File: config.mk
export PLATFORM = sky130hd
export DESIGN_NAME = bresenham_line_rasterizer_core
export DESIGN_NICKNAME = d
export VERILOG_FILES = /design/src/hdl/blr_pkg.sv /design/src/hdl/blr_setup.sv /design/src/hdl/bresenham_line_rasterizer_core.sv
export SDC_FILE = /design/constraint.sdc
export NUM_CORES = 1
export LEC_CHECK = 0
export CAP_MARGIN = 20
export CORE_ASPECT_RATIO = 0.75
export CORE_MARGIN = 2
export CORE_UTILIZATION = 39
export DETAILED_ROUTE_END_ITERATION = 16
export DONT_BUFFER_PORTS = 1
export HOLD_SLACK_MARGIN = 0.05
export PLACE_DENSITY = 0.56
export SLEW_MARGIN = 0
export SYNTH_ARGS = -nofsm -noshare
export SYNTH_HDL_FRONTEND = slang
export SYNTH_SLANG_ARGS = --single-unit
File: constraint.sdc
create_clock -name clk -period 9.73 [get_ports clk]
set_input_delay 1.946 -clock clk [delete_from_list [all_inputs] [get_ports clk]]
set_output_delay 1.946 -clock clk [all_outputs]
set_load 0.1 [all_outputs]
File: src/hdl/blr_pkg.sv
package blr_pkg;

  localparam int DIM_BITS       = 12;
  localparam int ADDR_BITS      = 24;
  localparam int COLOR_BITS     = 32;
  localparam int CFG_INDEX_BITS = 1;

  localparam logic [DIM_BITS-1:0] FRAME_WIDTH_RESET  = 12'd1280;
  localparam logic [DIM_BITS-1:0] FRAME_HEIGHT_RESET = 12'd720;

  localparam logic [CFG_INDEX_BITS-1:0] REG_FRAME_WIDTH  = 1'b0;
  localparam logic [CFG_INDEX_BITS-1:0] REG_FRAME_HEIGHT = 1'b1;

  typedef enum logic {
    KIND_START = 1'b0,
    KIND_STEP  = 1'b1
  } kind_t;

endpackage

File: src/hdl/blr_setup.sv
module blr_setup #(
  parameter int COORD_BITS = 13
) (
  input  logic signed [COORD_BITS-1:0] start_x,
  input  logic signed [COORD_BITS-1:0] start_y,
  input  logic signed [COORD_BITS-1:0] end_x,
  input  logic signed [COORD_BITS-1:0] end_y,
  output logic                         steep,
  output logic signed [COORD_BITS-1:0] major_first,
  output logic signed [COORD_BITS-1:0] major_last,
  output logic signed [COORD_BITS-1:0] minor_first,
  output logic                         minor_down,
  output logic        [COORD_BITS-1:0] span,
  output logic        [COORD_BITS:0]   inc
);
  localparam int D = COORD_BITS + 1;

  logic signed [D-1:0]          dx;
  logic signed [D-1:0]          dy;
  logic        [COORD_BITS-1:0] adx;
  logic        [COORD_BITS-1:0] ady;
  logic        [COORD_BITS-1:0] minor_abs;
  logic signed [COORD_BITS-1:0] mj0, mj1, mn0, mn1;
  logic                         flip;

  assign dx  = D'(start_x) - D'(end_x);
  assign dy  = D'(start_y) - D'(end_y);
  assign adx = dx[D-1] ? COORD_BITS'(-dx) : COORD_BITS'(dx);
  assign ady = dy[D-1] ? COORD_BITS'(-dy) : COORD_BITS'(dy);

  assign steep = adx < ady;

  // swap axes for steep lines
  assign mj0 = steep ? start_y : start_x;
  assign mn0 = steep ? start_x : start_y;
  assign mj1 = steep ? end_y : end_x;
  assign mn1 = steep ? end_x : end_y;

  // order the endpoints so the major coordinate rises
  assign flip        = mj0 > mj1;
  assign major_first = flip ? mj1 : mj0;
  assign major_last  = flip ? mj0 : mj1;
  assign minor_first = flip ? mn1 : mn0;
  assign minor_down  = flip ? !(mn0 > mn1) : !(mn1 > mn0);

  assign span      = steep ? ady : adx;
  assign minor_abs = steep ? adx : ady;
  assign inc       = {minor_abs, 1'b0};
endmodule

File: src/hdl/bresenham_line_rasterizer_core.sv
// channel  | handshake            | payload
// ---------+----------------------+-----------------------------------------------
// in       | in_valid / in_stall   | kind, start_x, start_y, end_x, end_y, line_color
// out      | out_valid / out_stall | active, pixel_x, pixel_y, inside_res,
//          |                       | pixel_address, pixel_color, last
// cfg      | cfg_write             | cfg_index, cfg_data
//
// one item per cycle while in_stall is low; a step beat shows its result in the cycle after it is taken
// line state and the output register load in the same cycle; the address multiply
// sits between the line state and the output register
// rst is synchronous and restores the frame size and drops any line in progress
// in_stall is raised only while a result waits in the output register and out_stall is high
module bresenham_line_rasterizer_core #(
  parameter int COORD_BITS = 13
) (
  input  logic                               clk,
  input  logic                               rst,
  input  logic                               in_valid,
  output logic                               in_stall,
  input  logic                               kind,
  input  logic signed [COORD_BITS-1:0]       start_x,
  input  logic signed [COORD_BITS-1:0]       start_y,
  input  logic signed [COORD_BITS-1:0]       end_x,
  input  logic signed [COORD_BITS-1:0]       end_y,
  input  logic [blr_pkg::COLOR_BITS-1:0]     line_color,
  output logic                               out_valid,
  input  logic                               out_stall,
  output logic                               active,
  output logic signed [COORD_BITS-1:0]       pixel_x,
  output logic signed [COORD_BITS-1:0]       pixel_y,
  output logic                               inside_res,
  output logic [blr_pkg::ADDR_BITS-1:0]      pixel_address,
  output logic [blr_pkg::COLOR_BITS-1:0]     pixel_color,
  output logic                               last,
  input  logic                               cfg_write,
  input  logic [blr_pkg::CFG_INDEX_BITS-1:0] cfg_index,
  input  logic [blr_pkg::DIM_BITS-1:0]       cfg_data
);
  import blr_pkg::*;

  localparam int C    = COORD_BITS;
  localparam int E    = COORD_BITS + 3;
  localparam int CMPW = (C > DIM_BITS) ? C : DIM_BITS;
  localparam int AW   = (DIM_BITS + C > ADDR_BITS) ? DIM_BITS + C : ADDR_BITS;
  localparam logic [C-1:0] ONE = C'(1);

  logic [DIM_BITS-1:0] frame_width;
  logic [DIM_BITS-1:0] frame_height;

  // line state
  logic                line_active;
  logic                steep_flag;
  logic signed [C-1:0] major_pos;
  logic signed [C-1:0] major_end;
  logic signed [C-1:0] minor_pos;
  logic                minor_dir_down;
  logic signed [E-1:0] error_acc;
  logic        [C:0]   error_inc;
  logic        [C-1:0] major_span;
  logic [COLOR_BITS-1:0] held_color;

  // setup results
  logic                s_steep;
  logic signed [C-1:0] s_major_first, s_major_last, s_minor_first;
  logic                s_minor_down;
  logic        [C-1:0] s_span;
  logic        [C:0]   s_inc;

  blr_setup #(.COORD_BITS(COORD_BITS)) u_setup (
    .start_x     (start_x),
    .start_y     (start_y),
    .end_x       (end_x),
    .end_y       (end_y),
    .steep       (s_steep),
    .major_first (s_major_first),
    .major_last  (s_major_last),
    .minor_first (s_minor_first),
    .minor_down  (s_minor_down),
    .span        (s_span),
    .inc         (s_inc)
  );

  logic take, take_start, take_step;
  assign in_stall   = out_valid && out_stall;
  assign take       = in_valid && !in_stall;
  assign take_start = take && (kind == KIND_START);
  assign take_step  = take && (kind == KIND_STEP);

  // current pixel
  logic signed [C-1:0] px, py;
  logic        [C-1:0] pxu, pyu;
  logic                in_frame;
  logic                at_end;
  logic [AW-1:0]       addr_full;

  assign px       = steep_flag ? minor_pos : major_pos;
  assign py       = steep_flag ? major_pos : minor_pos;
  assign pxu      = px;
  assign pyu      = py;
  assign in_frame = !px[C-1] && (CMPW'(pxu) < CMPW'(frame_width)) &&
                    !py[C-1] && (CMPW'(pyu) < CMPW'(frame_height));
  assign at_end = major_pos >= major_end;
  assign addr_full = AW'(frame_width) * AW'(pyu) + AW'(pxu);

  // error update
  logic signed [E-1:0] inc_e, span_e, acc_sum, acc_next;
  logic                minor_move;
  logic signed [C-1:0] minor_next;

  assign inc_e      = signed'(E'(error_inc));
  assign span_e     = signed'(E'(major_span));
  assign acc_sum    = error_acc + inc_e;
  assign minor_move = acc_sum > span_e;
  assign acc_next   = minor_move ? acc_sum - (span_e <<< 1) : acc_sum;
  assign minor_next = !minor_move ? minor_pos :
                      minor_dir_down ? minor_pos - ONE : minor_pos + ONE;

  always_ff @(posedge clk) begin
    if (rst) begin
      frame_width  <= FRAME_WIDTH_RESET;
      frame_height <= FRAME_HEIGHT_RESET;
    end else if (cfg_write) begin
      case (cfg_index)
        REG_FRAME_WIDTH:  frame_width  <= cfg_data;
        REG_FRAME_HEIGHT: frame_height <= cfg_data;
        default: ;
      endcase
    end
  end

  always_ff @(posedge clk) begin
    if (rst) begin
      line_active    <= 1'b0;
      steep_flag     <= 1'b0;
      major_pos      <= '0;
      major_end      <= '0;
      minor_pos      <= '0;
      minor_dir_down <= 1'b0;
      error_acc      <= '0;
      error_inc      <= '0;
      major_span     <= '0;
      held_color     <= '0;
    end else if (take_start) begin
      line_active    <= 1'b1;
      steep_flag     <= s_steep;
      major_pos      <= s_major_first;
      major_end      <= s_major_last;
      minor_pos      <= s_minor_first;
      minor_dir_down <= s_minor_down;
      error_acc      <= '0;
      error_inc      <= s_inc;
      major_span     <= s_span;
      held_color     <= line_color;
    end else if (take_step && line_active) begin
      if (at_end) begin
        line_active <= 1'b0;
      end else begin
        error_acc <= acc_next;
        minor_pos <= minor_next;
        major_pos <= major_pos + ONE;
      end
    end
  end

  // output register
  always_ff @(posedge clk) begin
    if (rst) begin
      out_valid <= 1'b0;
    end else if (take_step) begin
      out_valid <= 1'b1;
    end else if (!out_stall) begin
      out_valid <= 1'b0;
    end
  end

  always_ff @(posedge clk) begin
    if (take_step) begin
      if (line_active) begin
        active        <= 1'b1;
        pixel_x       <= px;
        pixel_y       <= py;
        inside_res    <= in_frame;
        pixel_address <= in_frame ? addr_full[ADDR_BITS-1:0] : '0;
        pixel_color   <= held_color;
        last          <= at_end;
      end else begin
        // no line: an empty beat
        active        <= 1'b0;
        pixel_x       <= '0;
        pixel_y       <= '0;
        inside_res    <= 1'b0;
        pixel_address <= '0;
        pixel_color   <= '0;
        last          <= 1'b0;
      end
    end
  end
endmodule

==> qor.txt, run 1 <==
Final Instance Area = 22000 um2
pre-CTS WS = 0.601 ns
Net Count, Synth = 2818
Worst-Skew Late Latency = 0.55 ns
Worst EP required = 10.14 ns
Fin Clk Skew = 0.0132 ns
fmax = 115 MHz
hold_sp = held_color[11]
mapped cell area = 20400 um2
number of synthesized flops with an enable pin = 85
first-pass GRT wire length = 91.7 mm
worst vdd ir = 182 uV
#FFs+latches synth = 225
share of post-route cells with drive strength above 1 = 0.0608
Reg-to-Reg End = pixel_address[23]
Fillers = 5071
CTS tree = yes
Post-CTS Resized = 0
CP Class = in2reg
IO Port Bufs = 0
Max Transition Viols Final = 0
Nets = 2764
Final Critical Period = 8.71 ns
overall via count from detail_route = 16.4k
Cell Area, Placed = 21100 um2
Mapped Cells = 2371
most frequent cells in the layout = nand2_1, inv_1, ha_1
Clock Path Buffers = 3
most common cell after layout, fill and taps aside = nand2_1
post-detail-place hpwl = 45.7 mm
Iter 0 DRT Violations = 1176
starting density of the core = 0.396
CTS Root Cell = clkbuf_16
Final period util = 0.895
total global routing overflow = 0
Hold Path Depth = 2
total core area = 51600 um2
H-Tree Depth = 1
synth unique cells = 73
I/O pin count = 190
P_leak = 9.63 nW
via/cell ratio = 5.38
clock sink count = 225
largest net degree at the start of global routing = 117
chip height = 202 um
Ys Warns = 0
routed length per instance = 19.2 um
R2R depth = 23
WHS = 0.445 ns
status = completed
Setup Fix Bufs, Post-CTS = 0
CP startpoint kind = input pin
worst slew pin tran = 1.03 ns
Antenna Nets Post-Route = 0
Mapped Avg Cell Area = 8.61 um2
DIE AREA = 54200 um2
Final Hold Violating Endpoints = 0
TNS Setup = 0 ns
hold_buf cts = 0
WP data arrival = 9.12 ns
GPL Wtd Cong = 0.891
Max Fanout on Critical Path = 28
Routed WL = 58.3 mm
Die Wd = 268 um
Post-synth top flop = dfxtp_1
initial antenna violation count = 1
Synth async-reset ratio = 0
crit end category = register
HP Class = reg2reg
RSZ-0062 raised after global routing = no
Worst Hold End = held_color[11]
# rows = 72
r2r setup slk = 2.60 ns
fin worst setup slack = 1.02 ns
GRT Total Usage = 0.216
Area Growth Syn to Fin = 7.60%
sequential cell area fraction in the yosys report = 0.262
pwr dens = 219 nW/um2
number of global-route vias before repair = 16.1k
1st-pass router iterations = 5
Rel. slew slack = 0.311
clock-pin slew on the worst setup and hold paths = 0.06 ns
CP Launch Point = start_y[0]
maxcap violations = 0
reg2reg start = steep_flag
setup violators final = 0
DRC = 0
CTS Buf Count = 27
==> cell usage after synthesis, types with 8 or more instances <==
master    instances  area share
nand2_1         326       0.060
inv_1           260       0.048
ha_1            218        0.13
nor2_1          173       0.032
a21oi_1         169       0.041
dfxtp_1         140        0.14
fa_1            126        0.12
o21ai_0          94       0.023
edfxtp_1         85        0.12
and2_1           84       0.026
clkbuf_1         83       0.015
mux2i_1          64       0.031
xnor2_1          58       0.025
xor2_1           41       0.018
a211oi_1         40       0.015
nor3_1           37      0.0091
mux2_2           35       0.019
a21o_1           26      0.0096
nand3_1          26      0.0064
nand2b_1         24      0.0074
nor2b_1          20      0.0061
o21a_1           20      0.0074
o211ai_1         19      0.0070
nand4_1          16      0.0049
or2_2            16      0.0049
o22ai_1          13      0.0040
a31oi_1          11      0.0034
nand3b_1         10      0.0037
buf_2             9      0.0022
a31o_2            8      0.0034
and3_1            8      0.0025
buf_1             8      0.0015
==> registers in the layout, indices dropped and copies added, names as in the netlist, 12 cells and up <==
name           flops
held_color        32
pixel_address     24
major_span        13
pixel_color       32
error_inc         13
error_acc         15
pixel_x           13
frame_height      12
major_pos         13
minor_pos         13
major_end         13
pixel_y           13
frame_width       12
==> per-layer routing <==
layer	vias to the layer above	wire, um	track usage
met5	-	0	0
met3	69	4100	0.0397
met4	0	1110	0.0465
met2	449	25100	0.335
li1	7956	-	-
met1	7894	28000	0.311
==> how the worst max path moves through the flow <==
| stage | endpoint |
|---|---|
| after global placement | minor_pos[12] |
| after floorplan | major_pos[12] |
| after global routing | major_pos[11] |
| final | major_pos[11] |
| after CTS | major_pos[11] |
| after detailed placement | major_pos[11] |
==> logic make-up after synthesis <==
family          count (synthesis)  synth area share
compound gates                470             0.146
xor+xnor                       99            0.0425
fa+ha+maj                     344             0.257
buf+inv                       363            0.0682
flops                         225             0.262
mux                            99            0.0507
simple gates                  771             0.174
==> worst max-delay path, stage by stage <==
cell and delay (ns):
inv_1 0.06, ha_1 0.19, fa_1 0.22, nor2b_1 0.07
o21a_1 0.17, or3_1 0.33, a2111oi_2 0.68, nand2_1 0.20
nor4_1 0.42, nand3_1 0.13, o21bai_1 0.19, xnor2_1 0.15
ha_1 0.40, nand4_1 0.13, nor3_1 0.41, a211o_2 0.54
buf_4 0.43, mux2i_1 0.34, ha_1 0.30, o21a_1 0.11
o21a_1 0.16, o21ai_0 0.19, a21oi_1 0.15, o221ai_4 0.43
buf_4 0.37, nor2_1 0.07, a211oi_1 0.24, a211oi_1 0.07
==> where the power goes <==
part | switching, mW | internal, mW | leakage, nW
Sequential | 0.184 | 1.06 | 1.99
Combinational | 1.55 | 1.03 | 7.20
Clock | 0.423 | 0.574 | 0.431
==> layout make-up <==
type / instances / area, um2 / share of cell area
multi-input cells: 1783 / 13700 / 0.624
inverters: 260 / 976 / 0.0444
clock buffers: 33 / 749 / 0.0341
clock inverters: 15 / 115 / 0.00524
diodes: 3 / 7.51 / 0.000342
repair buffers: 20 / 170 / 0.00774
well taps: 703 / 880 / 0.0400
flip-flops and latches: 225 / 5360 / 0.244
==> through the flow <==
step	power (mW)	instances	utilization
5_1_grt	5.21	3039	0.426
3_5_place_dp	3.81	2990	0.409
2_1_floorplan	3.17	2371	-
4_1_cts	4.84	3038	0.425
6_report	4.82	3042	0.426
3_3_place_gp	3.78	2990	0.409
No activity file was read; power rests on OpenSTA's default activity.
==> inputs of run 2 (changes only) <==
--- a/config.mk
+++ b/config.mk
@@ -8,12 +8,13 @@
 export CAP_MARGIN = 20
 export CORE_ASPECT_RATIO = 0.75
 export CORE_MARGIN = 2
-export CORE_UTILIZATION = 39
+export CORE_UTILIZATION = 59
 export DETAILED_ROUTE_END_ITERATION = 16
 export DONT_BUFFER_PORTS = 1
 export HOLD_SLACK_MARGIN = 0.05
-export PLACE_DENSITY = 0.56
+export PLACE_DENSITY = 0.78
 export SLEW_MARGIN = 0
 export SYNTH_ARGS = -nofsm -noshare
 export SYNTH_HDL_FRONTEND = slang
+export SYNTH_HIERARCHICAL = 1
 export SYNTH_SLANG_ARGS = --single-unit
==> constraint.sdc (replaced) <==
create_clock -name clk -period 9.2 [get_ports clk]
set_input_delay 1.84 -clock clk [delete_from_list [all_inputs] [get_ports clk]]
set_output_delay 1.84 -clock clk [all_outputs]
set_load 0.1 [all_outputs]
==> qor.txt, run 2 <==
Post-CTS Resized = 0 (unchanged)
WP data arrival = 9.01 ns (-0.11 ns)
GPL Wtd Cong = 0.975 (+9.4%)
Post-synth top flop = dfxtp_1
final std cells w/o fill = 2949 (-3.1%)
DRC = 0 (unchanged)
number of synthesized flops with an enable pin = 85 (unchanged)
CP Class = in2reg
crit end category = register
Synth async-reset ratio = 0 (unchanged)
Rel. slew slack = 0.260 (-0.0513)
IO Port Bufs = 0 (unchanged)
CP Launch Point = start_y[0]
DIE AREA = 37900 um2 (-30%)
Mapped Cells = 2506 (+5.7%)
synth unique cells = 75 (+2.7%)
WHS = 0.447 ns (+0.00215 ns)
most area-hungry cell type in the Yosys netlist = dfxtp_1
Iter 0 DRT Violations = 1633 (+39%)
Net Count, Synth = 2955 (+4.9%)
clock sink count = 227 (+0.89%)
pwr dens = 250 nW/um2 (+14%)
GRT Total Usage = 0.305 (+0.0890)
largest net degree at the start of global routing = 129 (+10%)
fmax = 117 MHz
hold_buf cts = 0 (unchanged)
total global routing overflow = 0 (unchanged)
worst vdd ir = 191 uV (+5.3%)
CTS tree = yes
Ys Warns = 6 (+6)
status = completed
ranking of synthesized cells by area = dfxtp_1, ha_1, edfxtp_1, fa_1, mux2i_1
H-Tree Depth = 1 (unchanged)
# rows = 60 (-17%)
1st-pass router iterations = 6 (+1)
mapped cell area = 21400 um2 (+4.9%)
Setup Fix Bufs, Post-CTS = 0 (unchanged)
Final Hold Violating Endpoints = 0 (unchanged)
share of post-route cells with drive strength above 1 = 0.0467 (-0.0141)
starting density of the core = 0.598 (+0.203)
total core area = 35800 um2 (-31%)
post-synth top area share = 0.133 (-0.00453)
Max Transition Viols Final = 0 (unchanged)
pre-CTS WS = 0.331 ns (-0.271 ns)
maxcap violations = 0 (unchanged)
RSZ-0062 raised after global routing = no
# diodes = 0 (-3)
Worst-Skew Late Latency = 0.54 ns (about the same)
CP startpoint kind = input pin
reg2reg start = steep_flag
most frequent cells in the layout = nand2_1, inv_1, ha_1
biggest regs = held_color: 32 flops, pixel_color: 32 flops, pixel_address: 24 flops
fin worst setup slack = 0.617 ns (-0.402 ns)
Max Fanout on Critical Path = 21 (-25%)
Fillers = 2984 (-41%)
via/cell ratio = 6.06 (+13%)
setup violators final = 0 (unchanged)
clock-pin slew on the worst setup and hold paths = 0.06 ns (about the same)
routed length per instance = 19.5 um (+1.7%)
post-detail-place hpwl = 44.3 mm (-3.2%)
Worst EP required = 9.62 ns (-0.52 ns)
most common cell after layout, fill and taps aside = nand2_1
Die Wd = 224 um (-16%)
worst slew pin tran = 1.11 ns (+0.0768 ns)
Routed WL = 57.4 mm (-1.4%)
Final Critical Period = 8.58 ns
Final period util = 0.933
Antenna Nets Post-Route = 0 (unchanged)
CP max stage cell = and3_2
Critical Path Max Stage Delay = 0.42 ns (-0.26 ns)
Mapped Avg Cell Area = 8.55 um2 (-0.76%)
P_leak = 10.6 nW (+9.7%)
CTS Buf Count = 24 (-11%)
Fin Clk Skew = 0.0230 ns (+0.00982 ns)
CTS Root Cell = clkbuf_16
Reg-to-Reg End = pixel_address[22]
dpl cells = 2905 (-2.8%)
Tot Pwr = 5.68 mW (+18%)
overall via count from detail_route = 17.9k (+9.1%)
R2R depth = 21 (-8.7%)
chip height = 169 um (-16%)
r2r setup slk = 1.10 ns (-1.50 ns)
TNS Setup = 0 ns (unchanged)
initial antenna violation count = 0 (-1)
synth cell count leaders = nand2_1, inv_1, ha_1
Area Growth Syn to Fin = 6.08%
#FFs+latches synth = 227 (+0.89%)
sequential cell area fraction in the yosys report = 0.252 (-0.0104)
crit path to = minor_pos[3]
first-pass GRT wire length = 92.4 mm (+0.83%)
HP Class = reg2reg
Clock Path Buffers = 3 (unchanged)
Nets = 2915 (+5.5%)
most common cell in the synthesized netlist = nand2_1
number of global-route vias before repair = 17.5k (+8.6%)
I/O pin count = 190 (unchanged)
==> run 2: worst min path at each step <==
stage | start | end | cells past startpoint | slack (ns)
floorplan | line_active | active | 0 | 0.41
global route | major_end[12] | major_end[12] | 2 | 0.47
finish | held_color[2] | held_color[2] | 2 | 0.45
detailed placement | held_color[27] | held_color[27] | 2 | 0.44
CTS | held_color[27] | held_color[27] | 2 | 0.45
global placement | held_color[27] | held_color[27] | 2 | 0.43
==> run 2: kinds of logic (layout without fill, tap and decap cells) <==
family / after synthesis / after routing / synth area share
buffers and inverters: 415 / 393 / 0.0739
and+or+nand+nor: 766 / 766 / 0.163
muxes: 195 / 195 / 0.0923
AOI/OAI and AO/OA: 456 / 456 / 0.132
other: 1 / 1 / 0.000175
DFF: 227 / 227 / 0.252
xor gates and xnor gates: 100 / 100 / 0.0409
adders and majority gates: 346 / 346 / 0.246
==> run 2: cell type report <==
type / instances / area [um2] / area share
clock buffers: 31 / 669 / 0.0295
flip-flops and latches: 227 / 5400 / 0.237
inverters: 318 / 1190 / 0.0526
clock inverters: 13 / 165 / 0.00727
repair buffers: 31 / 258 / 0.0113
well taps: 465 / 582 / 0.0256
multi-input cells: 1864 / 14500 / 0.636
==> run 2: stage by stage <==
step	util	cell area [um2]
3_3_place_gp	0.611	21900
2_1_floorplan	-	21400
3_5_place_dp	0.611	21900
5_1_grt	0.635	22700
4_1_cts	0.635	22700
6_report	0.635	22700
==> run 2: layer usage <==
layer	routed length, um	vias up	track usage
li1	-	8356	-
met1	24800	8483	0.424
met2	24200	886	0.467
met3	6690	138	0.0807
met4	1760	0	0.0881
met5	0	-	0
==> run 2: worst max-delay path, delay by kind of cell <==
kind,cells,cell delay [ns]
buf+inv,4,0.71
compound gates,11,2.24
mux,3,0.69
xor+xnor,2,0.58
fa+ha+maj,4,1.10
simple gates,7,1.80
==> run 2: where the power goes <==
group | total, mW | switching (mW) | internal [mW]
combinational | 3.31 | 1.90 | 1.40
clock | 1.04 | 0.435 | 0.607
sequential | 1.33 | 0.198 | 1.13
==> inputs of run 3 (changes only) <==
--- a/config.mk
+++ b/config.mk
@@ -8,11 +8,11 @@
 export CAP_MARGIN = 20
 export CORE_ASPECT_RATIO = 0.75
 export CORE_MARGIN = 2
-export CORE_UTILIZATION = 59
+export CORE_UTILIZATION = 45
 export DETAILED_ROUTE_END_ITERATION = 16
 export DONT_BUFFER_PORTS = 1
 export HOLD_SLACK_MARGIN = 0.05
-export PLACE_DENSITY = 0.78
+export PLACE_DENSITY = 0.63
 export SLEW_MARGIN = 0
 export SYNTH_ARGS = -nofsm -noshare
 export SYNTH_HDL_FRONTEND = slang
==> qor.txt, run 3 (synthesized netlist as in run 2, its figures left out) <==
DRC = 0 (unchanged)
routed length per instance = 19.1 um (-1.7%)
Top Layer Used = met4
Setup Fix Bufs, Post-CTS = 0 (unchanged)
total core area = 47200 um2 (+32%)
Gate power share = 0.570 (-0.012)
Final Hold Violating Endpoints = 0 (unchanged)
Final period util = 0.931 (-0.00213)
Clock Power Share = 0.198 (+0.014)
via/cell ratio = 5.59 (-7.7%)
setup violators final = 0 (unchanged)
I/O pin count = 190 (unchanged)
Critical Path Max Stage Delay = 0.50 ns (+0.08 ns)
Worst Hold End = held_color[1]
Worst EP required = 9.63 ns (about the same)
R2R depth = 24 (+14%)
Final Critical Period = 8.56 ns (-0.0196 ns)
H-Tree Depth = 1 (unchanged)
Die Wd = 256 um (+14%)
pwr dens = 248 nW/um2 (-0.72%)
hold_buf cts = 0 (unchanged)
Antenna Nets Post-Route = 0 (unchanged)
largest net degree at the start of global routing = 129 (unchanged)
worst vdd ir = 151 uV (-21%)
WP data arrival = 8.99 ns (-0.02 ns)
total global routing overflow = 0 (unchanged)
Reg-to-Reg End = pixel_address[20]
most frequent cells in the layout = nand2_1, inv_1, ha_1
clock-pin slew on the worst setup and hold paths = 0.06 ns (about the same)
CTS Buf Count = 25 (+4.2%)
Rel. slew slack = 0.335 (+0.0748)
biggest regs = held_color: 32 flops, pixel_color: 32 flops, pixel_address: 24 flops
WHS = 0.446 ns (-0.000744 ns)
r2r setup slk = 1.57 ns (+0.47 ns)
Switching Fraction = 0.440 (-0.00665)
RSZ-0062 raised after global routing = no
Worst-Skew Late Latency = 0.56 ns (+0.02 ns)
DIE AREA = 49400 um2 (+30%)
number of global-route vias before repair = 17.3k (-0.94%)
fin worst setup slack = 0.637 ns (+0.0196 ns)
Max Transition Viols Final = 0 (unchanged)
Hold Path Depth = 2 (unchanged)
HP Class = reg2reg
pre-CTS WS = 0.121 ns (-0.210 ns)
worst slew pin tran = 0.996 ns (-0.112 ns)
chip height = 193 um (+14%)
crit end category = register
fmax = 117 MHz (+0.23%)
most common cell after layout, fill and taps aside = nand2_1
Area Growth Syn to Fin = 7.85%
share of post-route cells with drive strength above 1 = 0.0529 (+0.00619)
CTS Root Cell = clkbuf_16
Fillers = 4507 (+51%)
post-detail-place hpwl = 46.7 mm (+5.5%)
internal power = 3.21 mW (+2.2%)
Routed WL = 60.0 mm (+4.5%)
P_leak = 10.7 nW (+0.91%)
TNS Setup = 0 ns (unchanged)
GPL Wtd Cong = 0.996 (+2.2%)
final std cells w/o fill = 3136 (+6.3%)
reg2reg start = steep_flag
starting density of the core = 0.454 (-0.145)
CTS tree = yes
# rows = 69 (+15%)
met3 wire length = 5.11 mm (-24%)
GRT Total Usage = 0.244 (-0.0608)
CP startpoint kind = input pin
Nets = 2926 (+0.38%)
CP Class = in2reg
Fin Clk Skew = 0.0156 ns (-0.00745 ns)
overall via count from detail_route = 17.5k (-1.9%)
maxcap violations = 0 (unchanged)
dpl cells = 3088 (+6.3%)
hold_sp = held_color[1]
wire length on met1 = 28.5 mm (+15%)
Clock Path Buffers = 3 (unchanged)
Post-CTS Resized = 0 (unchanged)
IO Port Bufs = 0 (unchanged)
status = completed
clock sink count = 227 (unchanged)
Max Fanout on Critical Path = 32 (+52%)
sw power = 2.52 mW (-0.56%)
1st-pass router iterations = 5 (-1)
first-pass GRT wire length = 96.2 mm (+4.1%)
register share of total power = 0.231 (-0.003)
initial antenna violation count = 1 (+1)
critical path's most frequent cell = ha_1
Iter 0 DRT Violations = 1447 (-11%)
CP max stage cell = and3_2
Met2 Routed Length = 24.9 mm (+3.0%)
## run 3: cell count changes in the layout (fill, tap and decap cells not counted), sizes merged
cell,before,now
clkinvlp,1,0
clkinv,15,19
clkbuf,31,33
bufinv,3,4
inv,312,309
diode,0,1
buf,31,40
## run 3: power by group through the flow
stage	Clock (mW)	Sequential (mW)	Combinational, mW
6_report	1.14	1.33	3.27
2_1_floorplan	0	1.31	2.51
5_1_grt	1.20	1.34	3.63
3_3_place_gp	0	1.35	3.13
3_5_place_dp	0	1.35	3.21
4_1_cts	1.16	1.33	3.23
## run 3: worst max path at each step
| stage | startpoint | end | slack (ns) | depth (start not counted) |
|---|---|---|---|---|
| after floorplan | start_y[0] | minor_pos[11] | 0.73 | 34 |
| after global placement | end_y[1] | minor_pos[9] | 0.33 | 31 |
| after detailed placement | end_y[1] | minor_pos[4] | 0.12 | 28 |
| after CTS | end_y[1] | minor_pos[4] | 0.70 | 28 |
| after global routing | start_y[0] | minor_pos[12] | 0.17 | 29 |
| final | start_y[0] | minor_pos[4] | 0.64 | 29 |
## run 3: routing by layer
metal,up-vias,global-route usage
li1,8393,-
met1,8452,0.348
met2,598,0.371
met3,83,0.0620
met4,0,0.0580
met5,-,0
## run 3: area by class of cell
cell class                      instances  area (um2)  share of cell area
Multi-Input combinational cell       1864       14500               0.626
Tap cell                              639         800              0.0346
Timing Repair Buffer                   41         320              0.0139
Antenna cell                            1        2.50            0.000108
Clock inverter                         14         185             0.00801
Clock buffer                           32         744              0.0322
Sequential cell                       227        5400               0.234
Inverter                              318        1200              0.0518
## run 3: critical path: cells and delay by family
family | cells | cell delay [ns]
adder cells (fa/ha/maj) | 4 | 1.21
AO/OA/AOI/OAI | 7 | 1.46
multiplexers | 3 | 0.80
AND/OR/NAND/NOR | 9 | 2.38
buffers and inverters | 4 | 0.78
XOR/XNOR | 2 | 0.47
## run 3: per-stage QoR
step	power (mW)	area, um2	utilization
final	5.73	23100	0.489
after global routing	6.17	23100	0.489
after CTS	5.72	23100	0.489
after detailed placement	4.56	22200	0.469
after global placement	4.48	22200	0.469
after floorplan	3.81	21400	-
